--- config.mk ---
export PLATFORM = sky130hd
export DESIGN_NAME = fgai_queue
export DESIGN_NICKNAME = d
export VERILOG_FILES = /design/src/design/fgai_pkg.sv /design/src/design/fgai_queue.sv
export SDC_FILE = /design/constraint.sdc
export NUM_CORES = 1
export LEC_CHECK = 0
export ABC_AREA = 1
export BUFFER_PORTS_ARGS = -buffer_cell sky130_fd_sc_hd__buf_2
export CAP_MARGIN = 20
export CORE_MARGIN = 3
export CORE_UTILIZATION = 53
export CTS_BUF_LIST = sky130_fd_sc_hd__clkbuf_4
export DETAILED_ROUTE_END_ITERATION = 7
export PLACE_DENSITY = 0.9
export SLEW_MARGIN = 20
export SYNTH_ARGS = -nofsm -noshare
export SYNTH_HDL_FRONTEND = slang
export SYNTH_SLANG_ARGS = --single-unit
--- constraint.sdc ---
create_clock -name clk -period 2.12 [get_ports clk]
set_input_delay 0.318 -clock clk [delete_from_list [all_inputs] [get_ports clk]]
set_output_delay 0.318 -clock clk [all_outputs]
set_load 0.02 [all_outputs]
--- src/design/fgai_pkg.sv ---
// shared types and constants for the fuel gauge averaging and interpolation block
`default_nettype none
package fgai_pkg;

	localparam int SAMPLE_W  = 16;
	localparam int AVG_W     = 16;
	localparam int CODE_W    = 15;
	localparam int TANK_W    = 11;
	localparam int FILL_W    = 14;
	localparam int FUEL_W    = 15;
	localparam int CFG_IDX_W = 3;
	localparam int NUM_PTS   = 5;
	localparam int NUM_SEGS  = NUM_PTS - 1;

	// configuration register indexes
	localparam logic [CFG_IDX_W-1:0] CFG_CODE_EMPTY   = 3'd0;
	localparam logic [CFG_IDX_W-1:0] CFG_CODE_QUARTER = 3'd1;
	localparam logic [CFG_IDX_W-1:0] CFG_CODE_HALF    = 3'd2;
	localparam logic [CFG_IDX_W-1:0] CFG_CODE_3QUART  = 3'd3;
	localparam logic [CFG_IDX_W-1:0] CFG_CODE_FULL    = 3'd4;
	localparam logic [CFG_IDX_W-1:0] CFG_TANK         = 3'd5;

	// register values after reset
	localparam logic [CODE_W-1:0] RST_CODE_EMPTY   = 15'd20799;
	localparam logic [CODE_W-1:0] RST_CODE_QUARTER = 15'd19200;
	localparam logic [CODE_W-1:0] RST_CODE_HALF    = 15'd14400;
	localparam logic [CODE_W-1:0] RST_CODE_3QUART  = 15'd6720;
	localparam logic [CODE_W-1:0] RST_CODE_FULL    = 15'd1920;
	localparam logic [TANK_W-1:0] RST_TANK         = 11'd350;

	localparam logic [11:0]       SEG_CENTI  = 12'd2500;
	localparam logic [FILL_W-1:0] FILL_EMPTY = 14'd0;
	localparam logic [FILL_W-1:0] FILL_FULL  = 14'd10000;
	localparam logic [TANK_W-1:0] TANK_MAX   = 11'd2000;
	localparam logic [CODE_W-1:0] LITRE_DIV  = 15'd1000;

	// fill * tank stays below 2^25, so a rounded-up reciprocal of 1000 gives the exact quotient
	localparam int FUEL_SHIFT = 35;
	localparam int FUEL_RCP_W = 26;
	localparam logic [FUEL_RCP_W-1:0] FUEL_RECIP =
		FUEL_RCP_W'(((64'd1 << FUEL_SHIFT) + 64'(LITRE_DIV) - 64'd1) / 64'(LITRE_DIV));

	// interpolation divider: left-aligned dividend bits, remainder preloaded with the top bits
	localparam int DVD_W      = 27;
	localparam int REM_W      = 15;
	localparam int QUO_W      = 16;
	localparam int DIV_BPC    = 2;
	localparam int STEP_W     = 4;
	localparam int FILL_QBITS = 12;
	localparam logic [STEP_W-1:0] FILL_STEPS = STEP_W'(FILL_QBITS / DIV_BPC);

	typedef struct packed {
		logic [NUM_PTS-1:0][CODE_W-1:0] code;
		logic [TANK_W-1:0]              tank;
	} cfg_t;

	typedef struct packed {
		logic              start;
		logic [REM_W-1:0]  rem_init;
		logic [DVD_W-1:0]  bits_init;
		logic [CODE_W-1:0] divisor;
		logic [STEP_W-1:0] steps;
	} div_req_t;

	typedef struct packed {
		logic full;
		logic empty;
	} q_stat_t;

endpackage
`default_nettype wire

--- src/design/fgai_queue.sv ---
// two-entry queue of window sums between front and back end
`default_nettype none
module fgai_queue import fgai_pkg::*; #(
	parameter int DATA_W = 20
) (
	input  logic              clk,
	input  logic              arst_n,
	input  logic              push,
	input  logic [DATA_W-1:0] push_data,
	input  logic              pop,
	output logic [DATA_W-1:0] head,
	output q_stat_t           stat
);

	localparam logic [1:0] DEPTH = 2'd2;

	logic [DATA_W-1:0] entry_q [2];
	logic              wr_ptr_q;
	logic              rd_ptr_q;
	logic [1:0]        cnt_q;
	logic              do_push;
	logic              do_pop;

	assign stat.full  = (cnt_q == DEPTH);
	assign stat.empty = (cnt_q == 2'd0);
	assign do_push    = push && !stat.full;
	assign do_pop     = pop && !stat.empty;
	assign head       = entry_q[rd_ptr_q];

	always_ff @(posedge clk) begin
		if (do_push) begin
			entry_q[wr_ptr_q] <= push_data;
		end
	end

	always_ff @(posedge clk or negedge arst_n) begin
		if (!arst_n) begin
			wr_ptr_q <= 1'b0;
			rd_ptr_q <= 1'b0;
			cnt_q    <= 2'd0;
		end else begin
			if (do_push) begin
				wr_ptr_q <= !wr_ptr_q;
			end
			if (do_pop) begin
				rd_ptr_q <= !rd_ptr_q;
			end
			if (do_push && !do_pop) begin
				cnt_q <= cnt_q + 2'd1;
			end else if (do_pop && !do_push) begin
				cnt_q <= cnt_q - 2'd1;
			end
		end
	end

endmodule
`default_nettype wire

After elaboration in Yosys (flattened, before gate mapping)
Memories as Yosys holds them, arrays and structs flattened.
Cells that the tools add are included.
{"block": "totals", "elab_cells": 23, "ff_bits": 4, "in_bits": 24, "ramBits": 40, "out_inout_bits": 22, "n_memories": 1}
{"block": "op_classes", "n_eq_ne": 1, "addsub": 2, "n_mux": 4, "n_reduce_logical": 12}
{"name": "entry_q", "words": 2, "word_bits": 20, "read_ports": 1, "rd_clocked_by_memory_dff": 0, "write_ports": 1, "line": "fgai_queue.sv:17", "source": "logic [DATA_W-1:0] entry_q [2];"}
{"operator": "$logic_not A1 Y1", "n": 6}
{"operator": "$logic_and A1 B1 Y1", "n": 4}
{"operator": "$mux W2", "n": 2}
{"operator": "$add A2 B1 Y2 const B", "n": 1}
{"operator": "$eq A2 B2 Y1 const B", "n": 1}
{"operator": "$logic_not A2 Y1", "n": 1}
{"operator": "$mux W1", "n": 2}
{"operator": "$reduce_bool A2 Y1", "n": 1}
{"operator": "$sub A2 B1 Y2 const B", "n": 1}

Depth between registers and ports, before layout
Gate-level depths: netlist of the first run.
{"block": "depth", "depth_word": 7, "ltp_mapped": 9, "depth_no_buf": 9}

Worst setup path before layout of the first run
Ideal clock, no wire load.
{"block": "synth_path", "kind": "flip-flop to flip-flop", "start": "register cnt_q[1]", "end": "memory entry_q[1][0], enable pin", "slack_ps": 278, "stages_incl_launch_ff": 4, "setup_ps": 397, "n_path_buf": 0, "synth_period_minus_slack_ps": 1842, "t_arrival_ps": 1446, "required_ps": 1723, "cell_sequence": "dfrtp_1 -> inv_1 -> o21ai_0 -> nor2_1"}
{"block": "synth_via", "elab_chain_cells": 5}
{"element": "from (decl)", "line": "fgai_queue.sv:20", "source": "logic [1:0] cnt_q;"}
{"element": "from (signal assigned)", "line": "fgai_queue.sv:49", "source": "cnt_q <= cnt_q + 2'd1;"}
{"element": "from (signal assigned)", "line": "fgai_queue.sv:51", "source": "cnt_q <= cnt_q - 2'd1;"}
{"element": "$eq A2 B2 Y1", "line": "fgai_queue.sv:24", "source": "assign stat.full = (cnt_q == DEPTH);"}
{"element": "$logic_not A1 Y1", "line": "fgai_queue.sv:26", "source": "assign do_push = push && !stat.full;"}
{"element": "$logic_and A1 B1 Y1", "line": "fgai_queue.sv:26"}
{"element": "$mux W1", "line": "fgai_queue.sv:31", "source": "if (do_push) begin"}
{"element": "$mux W1 (implied by the code)", "line": "fgai_queue.sv:32", "source": "entry_q[wr_ptr_q] <= push_data;"}
{"element": "to (decl)", "line": "fgai_queue.sv:17"}
Every way passes these cells.

Worst setup path after layout of the first run
{"block": "layout_path", "start": "register rd_ptr_q", "end": "output port head[11]"}
{"block": "layout_via", "elab_chain_cells": 1}
{"element": "from (decl)", "line": "fgai_queue.sv:19", "source": "logic rd_ptr_q;"}
{"element": "from (signal assigned)", "line": "fgai_queue.sv:46", "source": "rd_ptr_q <= !rd_ptr_q;"}
{"element": "$mem_v2 Z2 W20"}
{"element": "to (decl)", "line": "fgai_queue.sv:11", "source": "output logic [DATA_W-1:0] head,"}
Every way passes these cells.

==> impl_metrics.ini, run 1 <==
[worst_hold_path]
min_to = entry_q[0][16]
hp-class = in -> reg
hold_path.startpoint = push_data[16]
min_path_cells = 1

[synthesis]
yosysTopAreaCell = edfxtp_1
ys_top_cells_by_area = edfxtp_1 (71%), nand2_1 (15%), dfrtp_1 (6.0%)
synth_top_flop_cell = edfxtp_1
synthArstFlopShare_pct = 9.091
ys_top_cells_by_count = nand2_1 (69), edfxtp_1 (40), inv_1 (8), buf_2 (4), dfrtp_1 (4)
yosysWarningCount = 0
syn_inst = 136
postSynthAreaPerCell_um2 = 12.36
seq_area_frac_synth_pct = 77.44
synth_edf_count = 40
synth_top_area_share_pct = 71.48
yosysMostFrequentCell = nand2_1
synth_nets = 161
yosysUniqueCellTypes = 13
ys_seq_elements = 44
syn_area_um2 = 1680

[placement]
placed_area_um2 = 1963
place_hpwl_um = 2362
gp_congestion = 0.7938
port_buffers = 45

[global_routing]
overflow = 0
grt_pass1_wl_um = 5623
track_usage_pct = 19.06
grt_pass1_vias = 1270
grt_start_max_net_pins = 22
antenna_found_initial = 0

[layout]
n_antenna_cell = 0
fin_area_um2 = 2026
synthToLayoutAreaGrowth_pct = 20.55
fin_nets = 213
final.fill_count = 194
fin_util_pct = 70.42
drive_above_1_share_pct = 30.16

[route]
drt_wl_total_um = 3257
final_antenna_net_count = 0
route.vias.total = 1139
wl_per_cell_um = 14.10
vias_per_cell = 4.931
first_iter_violations = 68
first_pass_iters = 4
drc = 0

[floorplan]
dieArea_um2 = 3882
initial_core_util_pct = 58.42
ios = 46
coreArea_um2 = 2877
die_h_um = 62.31
fp.dieW_um = 62.31
rows = 19

[sta]
skew_ns = 0.01418
maxSlewViolCount = 0
worst_pin_slew_ns = 0.6229
setup_viol = 0
slew_headroom_pct = 58.42
fmax_mhz = 526.7
layout_min_cycle_time_ns = 1.899
fin_setup_tns_ns = 0
grt_setup_unrepaired = false
hold_viol = 0
holdWs_ns = 0.1485
period_share_pct = 89.56

[pwr]
ir_drop_uv = 869.5
power_density_nw_per_um2 = 1379
power_leakage_nw = 0.9212

[clocking]
cts_tree = yes
clockRootBuffer = clkbuf_4
cts_buffer_depth = 2
ctsResizeCount = 0
clk_latency_ns = 0.35
numClockSinks = 44
cts_made_buffers = 5
cts_htree_levels = 2
clk_pin_slew_ns = 0.12

[worst_setup_path]
timing.rr.end = entry_q[1][12]
r2r_cells = 3
cp_cell_sequence = inv_1 > nand2_1 > nand2_1 > buf_2
crit_buf_inv = 2
start_kind = register
cpLargestDelayFamily = buffers and inverters
cp_common_cell = nand2_1
rrSetupSlack_ns = 0.54
crit_slowest_cell = inv_1
path_max_fanout = 21
r2r_start = cnt_q[0]
critPathRequiredTime_ns = 1.80
path_class = reg -> out
end_kind = output pin
slowest_delay_ns = 0.46
crit_arrival_ns = 1.58

[job]
cap_viol_max_count = 0

[run_status]
outcome = finished clean
-- through the flow --
stage               setup slack (ns)  power [mW]  std cells
floorplan                     0.2776       2.038        136
global placement              0.6656       2.362        222
detailed placement            0.5512       2.441        222
CTS                           0.1803       2.817        231
global route                0.003093       2.997        231
finish                        0.2212       2.793        231
-- flip-flops by register name (all words and copies together) (netlist names) --
register  count
cnt_q         2
wr_ptr_q      1
entry_q      40
rd_ptr_q      1
-- cells by family (layout without fill, tap and decap cells) --
family	count (synthesis)	after routing	synth area share, %
DFF	44	44	77.44
buffers and inverters	12	65	2.979
adders and majority gates	1	1	0.7445
AOI/OAI and AO/OA	2	2	0.5957
xor gates and xnor gates	1	1	0.5213
and+or+nand+nor	76	76	17.72
-- cell type report --
class | count | area, um2 | share of cell area (%)
repair buffers | 49 | 257.7 | 12.72
clock inverters | 2 | 7.507 | 0.3706
inverters | 8 | 30.03 | 1.482
well taps | 42 | 52.55 | 2.594
clock buffers | 6 | 45.04 | 2.224
flip-flops and latches | 44 | 1301 | 64.24
multi-input cells | 80 | 331.6 | 16.37
-- how the worst max path moves through the flow --
stage | from | endpoint | slack (ns) | depth (start not counted)
2_1_floorplan | cnt_q[1] | entry_q[1][0] | 0.28 | 3
3_3_place_gp | cnt_q[0] | entry_q[1][7] | 0.67 | 3
3_5_place_dp | cnt_q[1] | entry_q[1][5] | 0.55 | 4
4_1_cts | rd_ptr_q | head[15] | 0.18 | 4
5_1_grt | rd_ptr_q | head[2] | 0.003 | 4
6_report | rd_ptr_q | head[11] | 0.22 | 4
-- power breakdown --
group          switching (mW)  internal [mW]
Combinational           0.802          0.343
Sequential             0.0802           1.19
Clock                   0.243          0.136
Total                    1.13           1.67
-- routing by layer --
| layer | GRT usage, % | wire length (um) | share of wire (%) |
|---|---|---|---|
| met5 | 0 | 0 | 0 |
| met4 | 11.29 | 63 | 1.9 |
| met3 | 6.667 | 237 | 7.3 |
| met2 | 33.33 | 1724 | 53 |
| met1 | 19.63 | 1232 | 38 |
-- layout by cell type (no fill, tap or decap), types with 2 or more instances in the layout --
master | Yosys | layout
nor2_2 | 2 | 3
buf_4 | 0 | 3
buf_2 | 4 | 45
inv_1 | 8 | 8
dfrtp_1 | 4 | 4
o21ai_0 | 2 | 2
nand2_1 | 69 | 69
edfxtp_1 | 40 | 40
clkbuf_4 | 0 | 6
clkinv_1 | 0 | 2
-- worst reg2reg max path, delay by kind of cell, from the launching register on --
kind                   cells  cell delay, ns
and+or+nand+nor            1            0.29
buffers and inverters      1            0.31
DFF                        1            0.49
AOI/OAI and AO/OA          1            0.20
-- timing repair --
item / CTS / global route
hold buffers: 1 / 0
buffers inserted: 0 / 0
hold endpoints to repair: 4 / 0
Note: power is estimated with default switching activity, not from simulation.
==> run 2: changes to the inputs <==
CORE_UTILIZATION = 57   (was 53)
PLACE_DENSITY = 0.95   (was 0.9)
clock period = 2.4 ns   (was 2.12 ns; I/O delays follow)
==> run 2 against run 1 <==
  * Hold slack better by 0.061 ns
  * Combinational power down 11%
  * Sequential power down 12%
  * Worst setup slack better by 0.22 ns
  * Flip-flop and latch count unchanged
  * Clock power down 18%
  * Utilization up 1.6 points
  * Non-clock buffer count down 1
  * Final cell count down 5.2%
  * Sequential share of layout area up 0.72 points
  * Global-route usage down 0.35 points
  * Clock skew down 0.0060 ns
  * Largest power group unchanged
==> impl_metrics.ini, run 2 (synthesized netlist as in run 1, its figures left out) <==
[layout]
reg_top3 = entry_q x40, cnt_q x2
largest_reg_flops = 40
fin_util_pct = 72.02
n_antenna_cell = 0
layout_common_cells = nand2_1 (69), buf_2 (45), edfxtp_1 (40)
synthToLayoutAreaGrowth_pct = 19.21
top_register = entry_q
instances_no_fill = 219
drive_above_1_share_pct = 30.32
fin_nets = 212
final_common_cell = nand2_1

[sta]
worst_pin_slew_ns = 0.7558
maxSlewViolCount = 0
fin_setup_tns_ns = 0
hold_viol = 0
period_share_pct = 81.41
skew_ns = 0.008178
layout_min_cycle_time_ns = 1.954
fmax_mhz = 511.8
setup_viol = 0
grt_setup_unrepaired = false
holdWs_ns = 0.2091
slew_headroom_pct = 49.56

[route]
route.vias.total = 1124
first_iter_violations = 49
drc = 0
first_pass_iters = 4
vias_per_cell = 5.132
final_antenna_net_count = 0
wl_per_cell_um = 14.19
drt_wl_total_um = 3108

[worst_setup_path]
start_kind = register
slowest_delay_ns = 0.47
crit_start = rd_ptr_q
end_kind = output pin
cp_cell_sequence = inv_1 > nand2_1 > nand2_1 > buf_2
critPathRequiredTime_ns = 2.04
path_class = reg -> out
crit_slowest_cell = inv_1
crit_arrival_ns = 1.59
cpLargestDelayFamily = buffers and inverters
path_max_fanout = 21
crit_buf_inv = 2
r2r_start = cnt_q[1]
cp_common_cell = nand2_1

[clocking]
clockRootBuffer = clkbuf_4
cts_buffer_depth = 2
cts_htree_levels = 2
clk_pin_slew_ns = 0.12
hold_buffers = 1
cts_tree = yes
cts_made_buffers = 5
numClockSinks = 44
ctsResizeCount = 0
cts_setup_buffers = 0
clk_latency_ns = 0.33

[placement]
port_buffers = 45
gp_congestion = 0.6292
place_hpwl_um = 2254
dp.cells = 210

[global_routing]
grt_pass1_vias = 1110
grt_start_max_net_pins = 22
antenna_found_initial = 0
overflow = 0
grt_pass1_wl_um = 4719
track_usage_pct = 18.71

[floorplan]
coreArea_um2 = 2781
ios = 46
initial_core_util_pct = 60.41
rows = 19
fp.dieW_um = 60.30
die_h_um = 60.30
dieArea_um2 = 3635

[pwr]
power_mw = 2.438
ir_drop_uv = 854.3
power_leakage_nw = 0.9177
power_density_nw_per_um2 = 1217

[worst_hold_path]
hold_path.startpoint = push_data[18]
hp-class = in -> reg

[run_status]
outcome = finished clean

[job]
cap_viol_max_count = 0
==> run 2: cell types whose count changed in the layout (fill, tap and decap cells not counted), sizes merged <==
cell	before	now
clkinv	2	3
clkbuf	6	5
buf	48	47
==> run 2: worst paths after layout <==
kind / slack (ns) / depth (start not counted) / endpoint
worst max-delay path: 0.45 / 4 / head[3]
min in group asynchronous: 0.36 / 2 / cnt_q[0]
max in group asynchronous: 1.91 / 2 / wr_ptr_q
worst min-delay path: 0.21 / 1 / entry_q[1][18]
worst min register to register: 0.53 / 2 / wr_ptr_q
worst max register to register: 0.62 / 5 / entry_q[0][5]
==> run 2: layer usage <==
| metal | track usage (%) | share of wire (%) |
|---|---|---|
| met5 | 0 | 0 |
| met4 | 10.44 | 2.3 |
| met3 | 5.400 | 6.3 |
| met2 | 33.18 | 54 |
| met1 | 19.56 | 37 |
==> run 2: metrics by stage <==
| stage | setup slack [ns] | area (um2) |
|---|---|---|
| 3_5_place_dp | 0.6710 | 1942 |
| 4_1_cts | 0.4445 | 2003 |
| 6_report | 0.4460 | 2003 |
| 3_3_place_gp | 0.7945 | 1942 |
| 2_1_floorplan | 0.5576 | 1680 |
| 5_1_grt | 0.2923 | 2003 |
==> run 2: power by group <==
part / total, mW / internal, mW / switching, mW
clock: 0.311 / 0.108 / 0.203
combinational: 1.01 / 0.295 / 0.711
sequential: 1.12 / 1.05 / 0.0690
total: 2.44 / 1.45 / 0.983
==> run 2: layout make-up <==
| type | instances | area (um2) |
|---|---|---|
| Inverter | 8 | 30.03 |
| Clock inverter | 3 | 13.76 |
| Sequential cell | 44 | 1301 |
| Tap cell | 31 | 38.79 |
| Multi-Input combinational cell | 80 | 331.6 |
| Fill cell | 190 | 778.2 |
| Clock buffer | 5 | 37.54 |
| Timing Repair Buffer | 48 | 250.2 |
==> run 3: changes to the inputs <==
ABC_AREA = 0   (was 1)
CORE_UTILIZATION = 53   (was 57)
PLACE_DENSITY = 0.9   (was 0.95)
clock period = 1.8 ns   (was 2.4 ns; I/O delays follow)
==> run 3 against run 2 <==
  * Area after synthesis is 2.5% lower
  * Register-to-register slack worse by 0.33 ns
  * Final cell count is 22% lower
  * Global-route usage is 3.5 points lower
  * Power is 28% higher
  * Combinational power is 18% higher
  * Utilization is 1.9 points lower
  * Largest cell class unchanged
  * Clock-buffer cell count stayed put
  * Sequential share of layout area is 0.081 points higher
  * Clock skew is 0.0018 ns lower
==> impl_metrics.ini, run 3 <==
[placement]
placed_area_um2 = 1934
dp.cells = 161
preCtsSetupSlack_ns = 0.3088
place_hpwl_um = 1851
gp_congestion = 0.6784
port_buffers = 45

[global_routing]
use_met1_pct = 16.45
antenna_found_initial = 0
track_usage_pct = 15.24
grt_pass1_wl_um = 3933
grt_use_met2_pct = 25.71
grt_pass1_vias = 917
grtUsageMet3_pct = 7.757
top_usage_layer = met2
overflow = 0
grt_start_max_net_pins = 15

[floorplan]
die_h_um = 61.59
fp.dieW_um = 61.59
rows = 19
initial_core_util_pct = 57.41
coreArea_um2 = 2853
dieArea_um2 = 3793
ios = 46

[worst_setup_path]
path_max_fanout = 10
path_class = reg -> out
critPathRequiredTime_ns = 1.53
r2r_cells = 7
end_kind = output pin
cpLargestDelayFamily = flip-flops
r2r_start = cnt_q[0]
crit_arrival_ns = 1.44
timing.rr.end = cnt_q[1]
rrSetupSlack_ns = 0.29
cp.depth = 3
start_kind = register
crit_slowest_cell = dfrtp_1
cp_cell_sequence = buf_4 > mux2_1 > buf_2
slowest_delay_ns = 0.40
crit_buf_inv = 2

[sta]
setup_viol = 0
layout_min_cycle_time_ns = 1.708
hold_viol = 0
fmax_mhz = 585.3
worst_pin_slew_ns = 0.2353
skew_ns = 0.006331
grt_setup_unrepaired = false
period_share_pct = 94.91
slew_headroom_pct = 84.21
setup_slack_ns = 0.09160
fin_setup_tns_ns = 0
maxSlewViolCount = 0

[clocking]
numClockSinks = 44
clk_pin_slew_ns = 0.13
cts_tree = yes
clockRootBuffer = clkbuf_4
cts_buffer_depth = 2
cts_setup_buffers = 0
cts_htree_levels = 2
clk_latency_ns = 0.35
hold_buffers = 1
ctsResizeCount = 0
cts_made_buffers = 5

[synthesis]
syn_area_um2 = 1638
synth_edf_count = 40
ys_top_cells_by_area = edfxtp_1 (73%), mux2_1 (13%), dfrtp_1 (6.1%)
synthAdderAreaFrac_pct = 0.7639
syn_inst = 81
postSynthAreaPerCell_um2 = 20.22
yosysUniqueCellTypes = 14
synth_top_area_share_pct = 73.34
synth_top_family_by_area = multiplexers
ys_seq_elements = 44
yosysWarningCount = 0
synth_top_flop_cell = edfxtp_1
synthSimpleGateAreaFrac_pct = 1.681
seq_area_frac_synth_pct = 79.45
yosysMostFrequentCell = edfxtp_1
yosysTopAreaCell = edfxtp_1
synth_compound_area_share_pct = 0.3056
synth_nets = 106
ys_top_cells_by_count = edfxtp_1 (40), mux2_1 (19), dfrtp_1 (4), nor2_1 (3), xnor2_1 (3)
synthMuxAreaShare_pct = 13.75
synthArstFlopShare_pct = 9.091
synthXorXnorAreaFrac_pct = 2.674

[route]
first_pass_iters = 3
drt_wl_total_um = 2553
wl_per_cell_um = 15.02
drc = 0
route.vias.total = 889
vias_per_cell = 5.229
first_iter_violations = 26
final_antenna_net_count = 0

[pwr]
power_density_nw_per_um2 = 1564
ir_drop_uv = 1007
power_leakage_nw = 0.7933

[layout]
n_antenna_cell = 0
largest_reg_flops = 40
reg_top3 = entry_q x40, cnt_q x2
synthToLayoutAreaGrowth_pct = 22.15
fin_util_pct = 70.13
top_register = entry_q
final.fill_count = 208
layout_common_cells = buf_2 (45), edfxtp_1 (40), mux2_1 (19)
final_common_cell = buf_2
fin_nets = 163
fin_area_um2 = 2001
drive_above_1_share_pct = 43.17
instances_no_fill = 170

[worst_hold_path]
min_path_cells = 1
min_to = entry_q[0][4]
hp-class = in -> reg
hold_path.startpoint = push_data[4]

[job]
cap_viol_max_count = 0

[run_status]
outcome = finished clean
## run 3: changes by cell type after synthesis, moves of 4 or more
cell     delta
inv_1       -6
nand2_1    -68
mux2_1     +19
buf_2       -4
## run 3: worst register-to-register path, stage by stage, from the launching register on
cell and delay [ns]:
dfrtp_1 0.45, nand2b_1 0.19, nand2_1 0.14, inv_1 0.06
ha_1 0.20, xor2_1 0.14, nor2_1 0.11, xor2_1 0.14
## run 3: logic make-up (layout without fill, tap and decap cells)
logic type,Yosys count,count (layout)
fa+ha+maj,1,1
compound gates,1,1
buf+inv,4,62
flops,44,44
simple gates,6,6
mux,20,20
xor+xnor,5,5
## run 3: worst max path at each step
stage,startpoint,to
after floorplan,cnt_q[0],entry_q[0][0]
after global placement,cnt_q[0],cnt_q[1]
after detailed placement,cnt_q[0],cnt_q[1]
after CTS,rd_ptr_q,head[1]
after global routing,rd_ptr_q,head[18]
final,rd_ptr_q,head[1]
## run 3: layout make-up
class	count	area (um2)	share of cell area, %
Timing Repair Buffer	52	280.3	14.01
Clock buffer	5	37.54	1.876
Clock inverter	3	18.77	0.9381
Inverter	2	7.507	0.3752
Tap cell	31	38.79	1.939
Multi-Input combinational cell	33	316.6	15.82
Sequential cell	44	1301	65.04
## run 3: per-stage QoR
stage	power (mW)	hold slack, ns
finish	3.128	0.09281
CTS	3.175	0.07644
detailed placement	2.718	0.07761
global placement	2.668	0.07981
floorplan	2.310	-0.02559
global route	3.327	0.06019
## run 3: layer usage
layer | share of wire [%] | up-vias | wire length (um)
met4 | 1.3 | 0 | 33
met2 | 49 | 41 | 1263
met5 | 0 | - | 0
met3 | 9.7 | 4 | 247
met1 | 40 | 422 | 1009
li1 | - | 422 | -
## run 3: where the power goes
| group | leakage [nW] | switching (mW) | internal (mW) |
|---|---|---|---|
| registers | 0.418 | 0.0879 | 1.40 |
| logic | 0.350 | 0.714 | 0.471 |
| clock network | 0.0249 | 0.303 | 0.147 |
